File: src/design/u16ss_pkg.sv
`timescale 1ns / 1ps
// ----------------------------------------------------------------------------
// u16ss_pkg: shared types and constants for the UTF-16 substring search
// Function codes, word layouts and pattern capacity.
// ----------------------------------------------------------------------------
package u16ss_pkg;

  // Pattern capacity in code units (1 to 256)
  localparam int PATTERN_MAX = 32;
  // Width of the pattern unit count (holds 0 .. PATTERN_MAX)
  localparam int CNT_W = $clog2(PATTERN_MAX + 1);
  // Width of an index into the pattern store
  localparam int IDX_W = (PATTERN_MAX > 1) ? $clog2(PATTERN_MAX) : 1;

  // Input word function codes
  typedef enum logic [1:0] {
    FUNC_CLEAR  = 2'd0,
    FUNC_APPEND = 2'd1,
    FUNC_TEXT   = 2'd2,
    FUNC_END    = 2'd3
  } func_t;

  // Input word
  typedef struct packed {
    func_t       func;
    logic [15:0] code_unit;
  } in_word_t;

  // Result word
  typedef struct packed {
    logic found;
    logic status;
  } out_word_t;

endpackage

File: src/design/utf16_substring_search.sv
`timescale 1ns / 1ps
// ----------------------------------------------------------------------------
// utf16_substring_search: exact substring search over 16-bit code units
// Loads a pattern unit by unit, streams text units through a bit-parallel
// prefix match vector and reports a sticky found flag and an overflow status at end of text.
// ----------------------------------------------------------------------------
// Result path: an end-of-text word passes the input register, then the result
//   register; it waits in the input register while the result register is full.
// Throughput: 1 word per cycle outside that wait; the whole match vector updates
//   in one step from one row of 16-bit comparators, one per pattern unit.
// Reset: synchronous rst_n clears the pattern count, match vector, flags and
//   valid bits; pattern unit storage is not reset.
module utf16_substring_search (
  input  logic                 clk,
  input  logic                 rst_n,
  input  logic                 in_valid,
  output logic                 in_ready,
  input  u16ss_pkg::in_word_t  in_data,
  output logic                 out_valid,
  input  logic                 out_ready,
  output u16ss_pkg::out_word_t out_data
);

  localparam int PMAX  = u16ss_pkg::PATTERN_MAX;
  localparam int CNT_W = u16ss_pkg::CNT_W;
  localparam int IDX_W = u16ss_pkg::IDX_W;

  // Input register
  logic                 s1_valid_r;
  u16ss_pkg::in_word_t  s1_data_r;

  // Search state
  logic [15:0]          units_r [PMAX];
  logic [CNT_W-1:0]     cnt_r, cnt_nxt;
  logic [PMAX-1:0]      vec_r, vec_nxt;
  logic                 found_r, found_nxt;
  logic                 ovf_r, ovf_nxt;

  // Result register
  logic                 out_valid_r;
  u16ss_pkg::out_word_t out_data_r;

  logic                 s1_fire;
  logic                 s1_is_end;
  logic                 out_free;
  logic                 in_fire;
  logic                 room;
  logic [PMAX-1:0]      lane_act;
  logic [PMAX-1:0]      lane_eq;
  logic [PMAX-1:0]      lane_last;
  logic [PMAX-1:0]      text_vec;
  logic                 text_hit;
  u16ss_pkg::out_word_t res;

  // Handshake: stage 1 drains unless it holds an end word and the result
  // register is still occupied
  assign out_free  = !out_valid_r || out_ready;
  assign s1_is_end = (s1_data_r.func == u16ss_pkg::FUNC_END);
  assign s1_fire   = s1_valid_r && (!s1_is_end || out_free);
  assign in_ready  = !s1_valid_r || s1_fire;
  assign in_fire   = in_valid && in_ready;

  assign room = (cnt_r < CNT_W'(PMAX));

  // Per-lane compare: prefix k+1 ends here if prefix k ended one unit ago
  for (genvar k = 0; k < PMAX; k++) begin : g_lane
    assign lane_act[k]  = (CNT_W'(k) < cnt_r);
    assign lane_last[k] = (CNT_W'(k + 1) == cnt_r);
    assign lane_eq[k]   = (units_r[k] == s1_data_r.code_unit);
    if (k == 0) begin : g_first
      assign text_vec[k] = lane_act[k] && lane_eq[k];
    end else begin : g_next
      assign text_vec[k] = lane_act[k] && lane_eq[k] && vec_r[k-1];
    end
  end

  assign text_hit = |(text_vec & lane_last);

  // Next state for the word in stage 1
  always_comb begin
    cnt_nxt   = cnt_r;
    vec_nxt   = vec_r;
    found_nxt = found_r;
    ovf_nxt   = ovf_r;
    res.found  = (cnt_r == '0) || found_r;
    res.status = ovf_r;
    unique case (s1_data_r.func)
      u16ss_pkg::FUNC_CLEAR: begin
        cnt_nxt   = '0;
        ovf_nxt   = 1'b0;
        vec_nxt   = '0;
        found_nxt = 1'b0;
      end
      u16ss_pkg::FUNC_APPEND: begin
        if (room) begin
          cnt_nxt = cnt_r + CNT_W'(1);
        end else begin
          ovf_nxt = 1'b1;
        end
        vec_nxt   = '0;
        found_nxt = 1'b0;
      end
      u16ss_pkg::FUNC_TEXT: begin
        vec_nxt   = text_vec;
        found_nxt = found_r || text_hit;
      end
      u16ss_pkg::FUNC_END: begin
        vec_nxt   = '0;
        found_nxt = 1'b0;
      end
      default: begin
        vec_nxt = vec_r;
      end
    endcase
  end

  // Pattern store: written at the current count on append
  always_ff @(posedge clk) begin
    if (s1_fire && (s1_data_r.func == u16ss_pkg::FUNC_APPEND) && room) begin
      units_r[cnt_r[IDX_W-1:0]] <= s1_data_r.code_unit;
    end
  end

  // Control and state registers
  always_ff @(posedge clk) begin
    if (!rst_n) begin
      s1_valid_r  <= 1'b0;
      cnt_r       <= '0;
      vec_r       <= '0;
      found_r     <= 1'b0;
      ovf_r       <= 1'b0;
      out_valid_r <= 1'b0;
    end else begin
      if (in_fire) begin
        s1_valid_r <= 1'b1;
      end else if (s1_fire) begin
        s1_valid_r <= 1'b0;
      end
      if (s1_fire) begin
        cnt_r   <= cnt_nxt;
        vec_r   <= vec_nxt;
        found_r <= found_nxt;
        ovf_r   <= ovf_nxt;
      end
      if (s1_fire && s1_is_end) begin
        out_valid_r <= 1'b1;
      end else if (out_ready) begin
        out_valid_r <= 1'b0;
      end
    end
  end

  // Payload registers
  always_ff @(posedge clk) begin
    if (in_fire) begin
      s1_data_r <= in_data;
    end
    if (s1_fire && s1_is_end) begin
      out_data_r <= res;
    end
  end

  assign out_valid = out_valid_r;
  assign out_data  = out_data_r;

  // Checks
  a_cnt_range: assert property (@(posedge clk) disable iff (!rst_n)
    cnt_r <= CNT_W'(PMAX))
    else $error("pattern count exceeds capacity");

  a_vec_in_range: assert property (@(posedge clk) disable iff (!rst_n)
    (vec_r & ~lane_act) == '0)
    else $error("match vector bit set beyond pattern length");

  a_clear: assert property (@(posedge clk) disable iff (!rst_n)
    s1_fire && (s1_data_r.func == u16ss_pkg::FUNC_CLEAR)
    |=> (cnt_r == '0) && (vec_r == '0) && !found_r && !ovf_r)
    else $error("clear did not empty the search state");

  a_end_result: assert property (@(posedge clk) disable iff (!rst_n)
    s1_fire && s1_is_end |=> out_valid && (vec_r == '0) && !found_r)
    else $error("end of text did not post a result and restart");

  a_empty_found: assert property (@(posedge clk) disable iff (!rst_n)
    s1_fire && s1_is_end && (cnt_r == '0) |=> out_data.found)
    else $error("empty pattern not reported as found");

endmodule
File: config.mk
export PLATFORM = sky130hd
export DESIGN_NAME = utf16_substring_search
export DESIGN_NICKNAME = d
export VERILOG_FILES = /design/src/design/u16ss_pkg.sv /design/src/design/utf16_substring_search.sv
export SDC_FILE = /design/constraint.sdc
export NUM_CORES = 1
export LEC_CHECK = 0
export BUFFER_PORTS_ARGS = -buffer_cell sky130_fd_sc_hd__buf_4
export CORE_ASPECT_RATIO = 0.5
export CORE_MARGIN = 2
export CORE_UTILIZATION = 40
export CTS_BUF_LIST = sky130_fd_sc_hd__clkbuf_2 sky130_fd_sc_hd__clkbuf_4 sky130_fd_sc_hd__clkbuf_8
export CTS_CLUSTER_SIZE = 20
export DETAILED_ROUTE_END_ITERATION = 10
export PLACE_DENSITY = 0.57
export SKIP_CTS_REPAIR_TIMING = 1
export SYNTH_ARGS = -nofsm -noshare
export SYNTH_HDL_FRONTEND = slang
export SYNTH_SLANG_ARGS = --single-unit
File: constraint.sdc
create_clock -name clk -period 5.2 [get_ports clk]
set_clock_uncertainty 0.2 [all_clocks]
set_input_delay 0.78 -clock clk [delete_from_list [all_inputs] [get_ports clk]]
set_output_delay 0.78 -clock clk [all_outputs]
set_load 0.005 [all_outputs]
==> impl_summary.txt, run 1 <==
----------------------------------------------------
[Outcome]
  Status ... completed

[Global routing]
  All-Layer GR Usage ... around 18%
  Largest net degree at the start of global routing ... 65
  Via count of the first global-routing pass ... between 10k and 15k
  GR Overflow Total ... 0
  Antenna violations before repair ... 1
  Global-route wire length before repair ... 84.9 mm

[Power]
  Sw frac ... 21.9%
  Relative contribution of the clock network to total power ... 40.1%
  P_sw ... 0.00202 W
  Leakage Power ... 8.48 nW
  Peak supply drop ... around 0.15 mV
  Pint ... between 0.007 and 0.008 W
  Comb pwr share ... 5.0%
  Total power after layout ... just over 0.009 W
  Portion of total power attributed to sequential cells ... 54.9%
  Pwr per Cell Area ... 335 nW/um^2

[CTS]
  Clock-pin slew of the registers on the worst-case setup and hold paths ... 70 ps
  Root cell of the clock tree ... sky130_fd_sc_hd__clkbuf_8
  Clock buffers created by TritonCTS ... 86
  Clock insertion delay at the later pin of the skew report ... 650 ps
  Sink count of the clock tree ... 573
  Maximum root-to-sink buffer count ... 3
  H-Tree Level Count ... 3
  CTS tree ... yes

[Timing]
  Clock period minus final worst setup slack ... 3480 ps
  Relative max-transition margin ... 12.8%
  RSZ-0062 raised after global routing ... no
  Final critical-path share of the clock period ... 66.9%
  Slew of the pin with the lowest slew margin ... 1300 ps
  Max Clk Rate ... 288 MHz
  Final slew viol count ... 0
  Count of final setup violators ... 0
  Setup TNS after final layout ... 0 ps
  Hold violation count in the final report ... 0

[Finish]
  Finished Layout Cells ... 2619
  Fraction of final layout cells with drive strength greater than 1 ... a little over an eighth
  Layout fillers ... 5347
  Signed area change from the synthesized netlist to the final layout ... 12.4%
  Net count of the finished layout ... 1748

[Synth]
  Share of async-settable or async-resettable flops after synthesis ... 0%
  Average instance area after synthesis ... 14.9 um^2
  Synthesized netlist net count ... 1667
  Number of unique standard cell types used by synthesis ... 60
  Commonest register cell after synthesis ... sky130_fd_sc_hd__edfxtp_1
  Sequential fraction of the synthesis area ... 68.6%
  Cell count after synthesis ... roughly 1.6k
  Post-Synthesis Cell Area ... 24500 um^2
  Seq cells post-synth ... 573
  Total of warnings raised by yosys ... 0
  Count of flip-flops with a built-in enable after synthesis ... 532

[Place]
  IO Port Bufs ... 25
  Post-detail-place hpwl ... 31.9 mm
  RePlAce Congestion ... 0.903
  DP Cell Count ... 2459

[Floorplanning]
  Number of placed I/O pins ... 26
  Die width ... 354 um
  Die H ... 179 um
  Number of core rows ... 64
  Area enclosed by the die boundary ... 63300 um^2
  Initial core utilization ... ~40%
  Std-Cell Core Area ... 60800 um^2

[Worst setup path]
  Critical path start-end classification ... register to register
  Data arrival time of the critical path ... 3870 ps
  Largest stage delay on the critical path ... 700 ps
  Kind of end point of the critical path ... register
  Cell Chain, Critical Path ... buf_12, buf_4, xor2_1, nor4_1, o2111ai_1, nor4_1, nand2b_1, a21oi_1, o311a_1
  Sort of element at the start of the critical path ... register
  Critical path data required time ... 5590 ps
  Worst r2r src ... s1_data_r[12]$_DFFE_PP_
  CP Max Fanout ... 24
  CP startpoint ... s1_data_r[12]$_DFFE_PP_
  Cell type with the highest occurrence count on the critical path ... sky130_fd_sc_hd__nor4_1
  Slowest-stage cell, CP ... sky130_fd_sc_hd__nor4_1

[Detailed routing]
  Overall routed net length ... 56.6 mm
  Per-cell via count in the routed design ... 5.08
  Post-detailed-route wirelength per cell ... 21.6 um
  Pre-Repair DR Iteration Count ... 7
  Number of DRC markers after the initial detailed-route iteration ... 988
  Vias ... between 10k and 15k
  Remaining antenna violation count ... 0
  Total DRC errors in the routed layout ... 0

[Hold path]
  Beginning of the worst hold path ... in_data[7]
  Min-delay worst type ... input pin to register

[Flow run]
  Number of violations of the max-capacitance limit ... 0

----------------------------------------------------
state kept, by name, summed over array words and instances, names as in the netlist:
register,flops
cnt_r,6
found_r,1
out_data,2
out_valid,1
ovf_r,1
s1_data_r,18
s1_valid_r,1
units_r,512
vec_r,31
routing by layer:
layer	up-vias	part of all wire [%]	track usage, %
met1	6708	50	27.3
met4	0	2.0	4.73
met3	97	5.0	3.23
met5	-	0	0
met2	371	43	26.3
li1	6134	-	-
layout make-up:
type	count	area, um^2	area share, %
Timing Repair Buffer	82	803	2.92
Clock buffer	135	1620	5.89
Antenna cell	2	5.00	0.0182
Sequential cell	573	16800	61.0
Multi-Input combinational cell	975	7140	25.9
Tap cell	825	1030	3.75
Clock inverter	23	111	0.405
Inverter	4	15.0	0.0545
stage by stage:
step / instance area [um^2] / hold slack (ps) / util (%) / setup WS, ps
after floorplan: 24500 / 209 / - / 2400
after global placement: 25800 / 250 / 42.4 / 1710
after detailed placement: 25800 / 252 / 42.4 / 1650
after CTS: 27500 / 56.9 / 45.3 / 1610
after global routing: 27500 / 51.2 / 45.3 / 1490
final: 27500 / 103 / 45.3 / 1720
Yosys cell counts, types with 2 or more instances:
master                      count  share of area, %
sky130_fd_sc_hd__or2_2          5              0.13
sky130_fd_sc_hd__ha_1           4              0.20
sky130_fd_sc_hd__xnor2_1      340                12
sky130_fd_sc_hd__nand4_1       84               2.1
sky130_fd_sc_hd__xor2_1       175               6.3
sky130_fd_sc_hd__dfxtp_1       41               3.4
sky130_fd_sc_hd__o21ai_0       13              0.27
sky130_fd_sc_hd__nor2b_1       13              0.33
sky130_fd_sc_hd__nor2_1        60              0.92
sky130_fd_sc_hd__nor3_1        34              0.70
sky130_fd_sc_hd__buf_4         37               1.1
sky130_fd_sc_hd__clkbuf_1      19              0.29
sky130_fd_sc_hd__buf_2         28              0.57
sky130_fd_sc_hd__a21oi_1       11              0.22
sky130_fd_sc_hd__o32ai_1        5              0.18
sky130_fd_sc_hd__o2111ai_1      4              0.14
sky130_fd_sc_hd__a31oi_1        3             0.077
sky130_fd_sc_hd__nand3_1       37              0.76
sky130_fd_sc_hd__a2bb2oi_1      2             0.072
sky130_fd_sc_hd__inv_1          4             0.061
sky130_fd_sc_hd__and2_1        12              0.31
sky130_fd_sc_hd__nor4_1        52               1.3
sky130_fd_sc_hd__buf_6          3              0.14
sky130_fd_sc_hd__a22oi_1        8              0.25
sky130_fd_sc_hd__or3_1          6              0.15
sky130_fd_sc_hd__a41oi_1        2             0.072
sky130_fd_sc_hd__nand4b_1       2             0.072
sky130_fd_sc_hd__and3_1         3             0.077
sky130_fd_sc_hd__nand2b_1       7              0.18
sky130_fd_sc_hd__edfxtp_1     532                65
sky130_fd_sc_hd__nand2_1       55              0.84
sky130_fd_sc_hd__a21boi_0      11              0.34
sky130_fd_sc_hd__o211ai_1       2             0.061
power by group through the flow:
stage                     logic (W)  clock network, W  registers, W
after floorplan            0.000292                 0       0.00518
final                      0.000465           0.00369       0.00506
after CTS                  0.000475           0.00379       0.00506
after global routing       0.000507           0.00398       0.00505
after global placement     0.000473                 0       0.00515
after detailed placement   0.000473                 0       0.00516
worst paths after layout:
kind         slack, ps                endpoint  depth (start not counted)
min                100  s1_data_r[7]$_DFFE_PP_                          1
max reg2reg       1720    found_r$_SDFFE_PN0P_                          9
max               1720    found_r$_SDFFE_PN0P_                          9
min reg2reg        270  vec_r[21]$_SDFFE_PN0P_                          2
cells by family after synthesis:
group	share of synthesized area, %
compound gates	2.29
xor+xnor	18.4
fa+ha+maj	0.204
buf+inv	2.23
flops	68.6
simple gates	8.24
layout by cell type (no fill, tap or decap), types with 3 or more instances in the layout:
cell type / count
sky130_fd_sc_hd__nand2_1: 55
sky130_fd_sc_hd__edfxtp_1: 532
sky130_fd_sc_hd__nor4_1: 52
sky130_fd_sc_hd__nand4_1: 84
sky130_fd_sc_hd__o32ai_1: 5
sky130_fd_sc_hd__nand3_1: 37
sky130_fd_sc_hd__or2_2: 5
sky130_fd_sc_hd__clkinv_2: 6
sky130_fd_sc_hd__clkinv_1: 13
sky130_fd_sc_hd__clkbuf_8: 97
sky130_fd_sc_hd__and2_1: 12
sky130_fd_sc_hd__nand2b_1: 7
sky130_fd_sc_hd__xor2_1: 175
sky130_fd_sc_hd__o21ai_0: 13
sky130_fd_sc_hd__ha_1: 4
sky130_fd_sc_hd__buf_12: 15
sky130_fd_sc_hd__or3_1: 6
sky130_fd_sc_hd__xnor2_1: 340
sky130_fd_sc_hd__a21oi_1: 11
sky130_fd_sc_hd__nor2_1: 60
sky130_fd_sc_hd__clkbuf_4: 38
sky130_fd_sc_hd__a21boi_0: 11
sky130_fd_sc_hd__inv_1: 4
sky130_fd_sc_hd__nor2b_1: 13
sky130_fd_sc_hd__buf_4: 67
sky130_fd_sc_hd__and3_1: 3
sky130_fd_sc_hd__a22oi_1: 8
sky130_fd_sc_hd__nor3_1: 34
sky130_fd_sc_hd__o2111ai_1: 4
sky130_fd_sc_hd__a31oi_1: 3
sky130_fd_sc_hd__dfxtp_1: 41
critical path: cells and delay by family (launching register included):
| kind | cells | cell delay [ps] |
|---|---|---|
| compound gates | 3 | 700 |
| flops | 1 | 620 |
| xor+xnor | 1 | 160 |
| simple gates | 3 | 1230 |
| buf+inv | 2 | 470 |
(Power assumes the default switching activity.)
==> run 2, diff against run 1 <==
--- a/config.mk
+++ b/config.mk
@@ -5,6 +5,7 @@
 export SDC_FILE = /design/constraint.sdc
 export NUM_CORES = 1
 export LEC_CHECK = 0
+export ABC_AREA = 1
 export BUFFER_PORTS_ARGS = -buffer_cell sky130_fd_sc_hd__buf_4
 export CORE_ASPECT_RATIO = 0.5
 export CORE_MARGIN = 2
==> constraint.sdc (replaced) <==
create_clock -name clk -period 3.53 [get_ports clk]
set_clock_uncertainty 0.2 [all_clocks]
set_input_delay 0.5295 -clock clk [delete_from_list [all_inputs] [get_ports clk]]
set_output_delay 0.5295 -clock clk [all_outputs]
set_load 0.005 [all_outputs]
==> impl_summary.txt, run 2 <==
----------------------------------------------------
[Floorplanning]
  Std-Cell Core Area ... 65500 um^2
  Number of placed I/O pins ... 26
  Die H ... 187 um
  Die width ... 369 um
  Area enclosed by the die boundary ... between 60000 and 70000 um^2
  Number of core rows ... 66
  Initial core utilization ... 40.8%

[Timing]
  RSZ-0062 raised after global routing ... no
  Final critical-path share of the clock period ... 92.1%
  Final slew viol count ... 0
  Clock period minus final worst setup slack ... 3250 ps
  Slew of the pin with the lowest slew margin ... roughly 860 ps
  Setup TNS after final layout ... 0 ps
  Max Clk Rate ... roughly 300 MHz
  Hold violation count in the final report ... 1
  Count of final setup violators ... 0
  Final worst hold slack ... -4.93 ps
  Relative max-transition margin ... 42.9%

[Detailed routing]
  Vias ... roughly 20k
  Overall routed net length ... 85.0 mm
  Pre-Repair DR Iteration Count ... 6
  Post-detailed-route wirelength per cell ... around 22 um
  Per-cell via count in the routed design ... a little over 5
  Number of DRC markers after the initial detailed-route iteration ... 2479
  Remaining antenna violation count ... 0
  Total DRC errors in the routed layout ... 0

[Synth]
  Sequential fraction of the synthesis area ... 62.9%
  Mux cell area share after synthesis ... 0%
  Commonest register cell after synthesis ... sky130_fd_sc_hd__edfxtp_1
  Post-synthesis adder-cell area fraction ... 0.187%
  Synth top area cells ... sky130_fd_sc_hd__edfxtp_1 60%, sky130_fd_sc_hd__nand2_1 13%, sky130_fd_sc_hd__nor2_1 5.5%
  Leading cell type by number of instances after synthesis ... sky130_fd_sc_hd__nand2_1
  Dominant cell type by area after synthesis ... sky130_fd_sc_hd__edfxtp_1
  Cell count after synthesis ... 2776
  Total of warnings raised by yosys ... 0
  Share of async-settable or async-resettable flops after synthesis ... 0%
  Post-Synth Simple-Gate Area ... a little over a fifth
  Area share of the largest cell type after synthesis ... ~60%
  Average instance area after synthesis ... 9.62 um^2
  Synthesized netlist net count ... approximately 2.8k
  Post-Synthesis Cell Area ... 26700 um^2
  Compound-Gate Fraction of Synth Area ... 3.93%
  Leading cell types by count after synthesis ... 938 x sky130_fd_sc_hd__nand2_1, 532 x sky130_fd_sc_hd__edfxtp_1, 388 x sky130_fd_sc_hd__nor2_1, 248 x sky130_fd_sc_hd__inv_1, 142 x sky130_fd_sc_hd__o21ai_0
  Seq cells post-synth ... 573
  Count of flip-flops with a built-in enable after synthesis ... 532
  Largest family of logic cells by synthesized area ... simple AND/OR/NAND/NOR gates
  Parity-gate share of the synthesized area counting xor and xnor cells ... 5.08%
  Number of unique standard cell types used by synthesis ... 32

[Global routing]
  Via count of the first global-routing pass ... roughly 19k
  All-Layer GR Usage ... 24.5%
  GR Overflow Total ... 0
  Largest net degree at the start of global routing ... 65
  Antenna violations before repair ... 6
  Global-route wire length before repair ... 123 mm

[Worst setup path]
  Cell type with the highest occurrence count on the critical path ... sky130_fd_sc_hd__nand2_1
  R2R Path End ... found_r$_SDFFE_PN0P_
  Data arrival time of the critical path ... 3700 ps
  Critical path data required time ... just under 4000 ps
  Number of buffers and inverters on the critical path ... 2
  Number of cells on the worst reg-to-reg path ... 15
  CP top delay family ... simple AND/OR/NAND/NOR gates
  Critical path start-end classification ... register to register
  Reg2Reg Setup Slack ... between 200 and 300 ps
  Kind of end point of the critical path ... register
  Worst r2r src ... cnt_r[1]$_SDFFE_PN0P_
  Cell Chain, Critical Path ... clkinv_1, ha_1, nand2_1, inv_2, nand2_1, nand2_1, nor2_1, nand4_1, nand2_1, nor2_1, nand2_1, nor2_1, nand2_1, nand2_1, a21oi_2
  Slowest-stage cell, CP ... sky130_fd_sc_hd__dfxtp_1
  Largest stage delay on the critical path ... 610 ps
  CP Max Fanout ... 9
  Sort of element at the start of the critical path ... register

[CTS]
  Sink count of the clock tree ... 573
  Clock-pin slew of the registers on the worst-case setup and hold paths ... 70 ps
  H-Tree Level Count ... 3
  Clock insertion delay at the later pin of the skew report ... 730 ps
  CTS tree ... yes
  Root cell of the clock tree ... sky130_fd_sc_hd__clkbuf_8
  Maximum root-to-sink buffer count ... 3
  Clock buffers created by TritonCTS ... roughly 90

[Power]
  Leakage Power ... 12.1 nW
  Peak supply drop ... 0.258 mV
  Pwr per Cell Area ... 469 nW/um^2

[Finish]
  Net count of the finished layout ... 2923
  Highest-count cells in the layout ignoring fill and taps ... 938 x sky130_fd_sc_hd__nand2_1, 532 x sky130_fd_sc_hd__edfxtp_1, 387 x sky130_fd_sc_hd__nor2_1, 248 x sky130_fd_sc_hd__inv_1, 142 x sky130_fd_sc_hd__o21ai_0
  Final core utilization ... a little under half
  Largest register FFs ... ~510
  Final antenna diode count ... 0
  Most common cell after layout, fill and taps aside ... sky130_fd_sc_hd__nand2_1
  Signed area change from the synthesized netlist to the final layout ... 13.5%
  Layout fillers ... 6112
  Fraction of final layout cells with drive strength greater than 1 ... between 9 and 10%

[Place]
  RePlAce Congestion ... 0.951
  Post-detail-place hpwl ... 51.5 mm
  IO Port Bufs ... 25

[Hold path]
  Worst min-delay path endpoint ... s1_valid_r$_SDFFE_PN0P_
  Min-delay worst type ... input pin to register
  Min-Delay Path Depth ... 4
  Beginning of the worst hold path ... out_ready

[Outcome]
  Violated checks ... hold timing
  Status ... complete, but fails checks

[Flow run]
  Number of violations of the max-capacitance limit ... 0

----------------------------------------------------
## run 2: cell count changes after synthesis, moves of 26 or more
cell,delta
sky130_fd_sc_hd__a21oi_1,+26
sky130_fd_sc_hd__buf_2,+26
sky130_fd_sc_hd__inv_1,+244
sky130_fd_sc_hd__nand2_1,+883
sky130_fd_sc_hd__nor2_1,+328
sky130_fd_sc_hd__nor4_1,-50
sky130_fd_sc_hd__o21ai_0,+129
sky130_fd_sc_hd__xnor2_1,-272
sky130_fd_sc_hd__xor2_1,-88
## run 2: logic make-up after synthesis
logic type | count (synthesis)
xor+xnor | 155
buf+inv | 369
compound gates | 206
flops | 573
simple gates | 1469
fa+ha+maj | 4
## run 2: power by group
part,switching (W),internal [W]
Sequential,0.0000199,0.00743
Clock,0.00270,0.00318
Combinational,0.000655,0.000240
## run 2: worst max path at each step
stage               cells after the start                 endpoint  slack, ps                    start
floorplan                               5  units_r[0][0]$_DFFE_PP_       1160  s1_data_r[17]$_DFFE_PP_
global placement                       15     found_r$_SDFFE_PN0P_        440    cnt_r[1]$_SDFFE_PN0P_
detailed placement                     15     found_r$_SDFFE_PN0P_        540    cnt_r[1]$_SDFFE_PN0P_
CTS                                    15     found_r$_SDFFE_PN0P_        470    cnt_r[1]$_SDFFE_PN0P_
global route                           15     found_r$_SDFFE_PN0P_        110    cnt_r[1]$_SDFFE_PN0P_
finish                                 15     found_r$_SDFFE_PN0P_        280    cnt_r[1]$_SDFFE_PN0P_
## run 2: tightest hold or removal path: cells and delay by family
kind / cells / cell delay, ps
compound gates: 1 / 70
buf+inv: 1 / 80
simple gates: 2 / 170
## run 2: layout make-up
cell class / instances / area [um^2] / area share, %
Clock buffer: 139 / 1690 / 5.57
Multi-Input combinational cell: 1834 / 8280 / 27.3
Tap cell: 884 / 1110 / 3.65
Sequential cell: 573 / 16800 / 55.4
Inverter: 268 / 1020 / 3.36
Clock inverter: 24 / 160 / 0.528
Timing Repair Buffer: 132 / 1260 / 4.14
## run 2: per-layer routing
layer	track usage (%)	part of all wire, %
met5	0	0.015
met2	36.4	43
met4	6.59	2.3
met1	36.7	46
met3	4.36	9.2
## run 2: metrics by stage
step	area [um^2]	power (W)	cells	worst slack (ps)
2_1_floorplan	26700	0.00807	2776	1160
3_3_place_gp	28200	0.00845	3670	439
3_5_place_dp	28200	0.00846	3670	535
4_1_cts	30100	0.0143	3833	466
5_1_grt	30300	0.0146	3854	114
6_report	30300	0.0142	3854	277
==> run 3, diff against run 2 <==
--- a/config.mk
+++ b/config.mk
@@ -9,11 +9,11 @@
 export BUFFER_PORTS_ARGS = -buffer_cell sky130_fd_sc_hd__buf_4
 export CORE_ASPECT_RATIO = 0.5
 export CORE_MARGIN = 2
-export CORE_UTILIZATION = 40
+export CORE_UTILIZATION = 45
 export CTS_BUF_LIST = sky130_fd_sc_hd__clkbuf_2 sky130_fd_sc_hd__clkbuf_4 sky130_fd_sc_hd__clkbuf_8
 export CTS_CLUSTER_SIZE = 20
 export DETAILED_ROUTE_END_ITERATION = 10
-export PLACE_DENSITY = 0.57
+export PLACE_DENSITY = 0.62
 export SKIP_CTS_REPAIR_TIMING = 1
 export SYNTH_ARGS = -nofsm -noshare
 export SYNTH_HDL_FRONTEND = slang
==> impl_summary.txt, run 3 (same netlist as run 2, synthesis figures left out) <==
----------------------------------------------------
[Outcome]
  Status ... completed

[Global routing]
  GR Overflow Total ... 0
  All-Layer GR Usage ... a little over a quarter
  Largest net degree at the start of global routing ... 65
  Antenna violations before repair ... 2
  Global-route wire length before repair ... 119 mm
  Via count of the first global-routing pass ... between 15k and 20k

[Floorplanning]
  Die H ... 176 um
  Number of core rows ... 63
  Area enclosed by the die boundary ... ~60000 um^2
  Die width ... 349 um
  Number of placed I/O pins ... 26
  Std-Cell Core Area ... 59000 um^2
  Initial core utilization ... 45.3%

[Power]
  Leakage Power ... 12.0 nW
  Comb pwr share ... 6.4%
  Peak supply drop ... 0.224 mV
  Pint ... roughly 0.011 W
  P_sw ... roughly 0.0033 W
  Portion of total power attributed to sequential cells ... a little over half
  Sw frac ... 24.1%
  Pwr per Cell Area ... 460 nW/um^2
  Relative contribution of the clock network to total power ... 39.9%

[Place]
  RePlAce Congestion ... 0.949
  Post-detail-place hpwl ... 49.4 mm
  Setup slack after placement ... 718 ps
  IO Port Bufs ... 25

[Flow run]
  Number of violations of the max-capacitance limit ... 0

[Worst setup path]
  CP Max Fanout ... 9
  Critical path start-end classification ... register to register
  Kind of end point of the critical path ... register
  R2R Path End ... found_r$_SDFFE_PN0P_
  Sort of element at the start of the critical path ... register
  Reg2Reg Setup Slack ... about 600 ps
  Worst r2r src ... cnt_r[5]$_SDFFE_PN0P_
  Data arrival time of the critical path ... 3340 ps
  Number of cells on the worst reg-to-reg path ... 15
  Critical path data required time ... 3930 ps

[CTS]
  Sink count of the clock tree ... ~570
  H-Tree Level Count ... 3
  Clock buffers created by TritonCTS ... 86
  Root cell of the clock tree ... sky130_fd_sc_hd__clkbuf_8
  Maximum root-to-sink buffer count ... 3
  Clock insertion delay at the later pin of the skew report ... around 680 ps
  CTS tree ... yes
  Clock-pin slew of the registers on the worst-case setup and hold paths ... 70 ps

[Detailed routing]
  Number of DRC markers after the initial detailed-route iteration ... 2648
  Post-detailed-route wirelength per cell ... 21.6 um
  Pre-Repair DR Iteration Count ... 9
  Per-cell via count in the routed design ... roughly 5.3
  Vias ... 19.9k
  Total DRC errors in the routed layout ... 0
  Remaining antenna violation count ... 0
  Overall routed net length ... 81.3 mm

[Finish]
  Highest-count cells in the layout ignoring fill and taps ... 938 x sky130_fd_sc_hd__nand2_1, 532 x sky130_fd_sc_hd__edfxtp_1, 387 x sky130_fd_sc_hd__nor2_1, 248 x sky130_fd_sc_hd__inv_1, 142 x sky130_fd_sc_hd__o21ai_0
  Layout fillers ... around 5.3k
  Area of the multi-input gates ... 8280 um^2
  Fraction of final layout cells with drive strength greater than 1 ... 9.92%
  Net count of the finished layout ... a little under 3k
  Signed area change from the synthesized netlist to the final layout ... 12.8%
  Largest register FFs ... between 500 and 600
  Area occupied by registers ... 16800 um^2
  Most common cell after layout, fill and taps aside ... sky130_fd_sc_hd__nand2_1

[Hold path]
  Beginning of the worst hold path ... out_ready
  Worst min-delay path endpoint ... s1_valid_r$_SDFFE_PN0P_
  Min-Delay Path Depth ... 4
  Min-delay worst type ... input pin to register

[Timing]
  Final worst hold slack ... 110 ps
  Hold violation count in the final report ... 0
  Final critical-path share of the clock period ... roughly 83%
  Slew of the pin with the lowest slew margin ... 915 ps
  Final slew viol count ... 0
  Setup TNS after final layout ... 0 ps
  Count of final setup violators ... 0
  Clock period minus final worst setup slack ... 2930 ps
  Max Clk Rate ... approximately 340 MHz
  Relative max-transition margin ... 38.9%
  RSZ-0062 raised after global routing ... no
  Setup slack of the critical path after layout ... 598 ps

----------------------------------------------------
run 3: changes by cell type in the layout (fill, tap and decap cells not counted), moves of 3 or more:
cell,previous run,this run
sky130_fd_sc_hd__clkinv_1,16,19
sky130_fd_sc_hd__inv_6,1,4
sky130_fd_sc_hd__clkbuf_8,103,92
sky130_fd_sc_hd__buf_4,94,99
sky130_fd_sc_hd__clkbuf_4,36,41
sky130_fd_sc_hd__clkinv_2,7,3
run 3: how the worst max path moves through the flow:
stage,endpoint,start,cells after the start,slack (ps)
3_5_place_dp,found_r$_SDFFE_PN0P_,s1_data_r[4]$_DFFE_PP_,15,720
3_3_place_gp,found_r$_SDFFE_PN0P_,s1_data_r[4]$_DFFE_PP_,15,700
5_1_grt,found_r$_SDFFE_PN0P_,cnt_r[5]$_SDFFE_PN0P_,15,440
2_1_floorplan,units_r[0][0]$_DFFE_PP_,s1_data_r[17]$_DFFE_PP_,5,1160
6_report,found_r$_SDFFE_PN0P_,cnt_r[5]$_SDFFE_PN0P_,15,600
4_1_cts,found_r$_SDFFE_PN0P_,s1_data_r[4]$_DFFE_PP_,15,680
run 3: per-layer routing:
layer,wire length (um),GRT usage [%],vias to the layer above
met5,0,0,-
met4,1330,6.16,0
met3,8890,5.55,111
met2,35300,40.0,1042
met1,35800,39.0,9518
li1,-,-,9270
run 3: cell type report:
type | instances | area share [%]
sequential | 573 | 55.8
inverter | 268 | 3.38
timing repair buffer | 139 | 4.43
multi-input combinational | 1834 | 27.5
antenna | 1 | 0.00831
clock inverter | 26 | 0.453
clock buffer | 133 | 5.23
tap | 780 | 3.24
run 3: critical path, cell delays in order, from the launching register on:
cell and delay [ps]:
sky130_fd_sc_hd__dfxtp_1 610, sky130_fd_sc_hd__inv_2 200, sky130_fd_sc_hd__nand2_2 240, sky130_fd_sc_hd__buf_4 170, sky130_fd_sc_hd__nor2_1 50, sky130_fd_sc_hd__nand2_1 180
sky130_fd_sc_hd__nand2_1 80, sky130_fd_sc_hd__nor2_1 230, sky130_fd_sc_hd__nand4_1 350, sky130_fd_sc_hd__nand2_1 140, sky130_fd_sc_hd__nor2_1 60, sky130_fd_sc_hd__nand2_1 50
sky130_fd_sc_hd__nor2_1 40, sky130_fd_sc_hd__nand2_1 50, sky130_fd_sc_hd__nand2_1 60, sky130_fd_sc_hd__a21oi_2 140
run 3: power groups by stage:
stage	logic, W	clock network [W]	registers (W)
after detailed placement	0.000848	0	0.00760
after floorplan	0.000445	0	0.00763
after global placement	0.000839	0	0.00760
after CTS	0.000850	0.00558	0.00745
after global routing	0.000940	0.00586	0.00745
final	0.000881	0.00553	0.00745
run 3: through the flow:
stage / instances / total power, W / instance area [um^2] / util (%)
after floorplan: 2776 / 0.00807 / 26700 / -
after global placement: 3573 / 0.00844 / 28200 / 47.8
after detailed placement: 3573 / 0.00845 / 28200 / 47.8
after CTS: 3732 / 0.0139 / 29900 / 50.7
after global routing: 3754 / 0.0143 / 30100 / 51.1
final: 3754 / 0.0139 / 30100 / 51.1
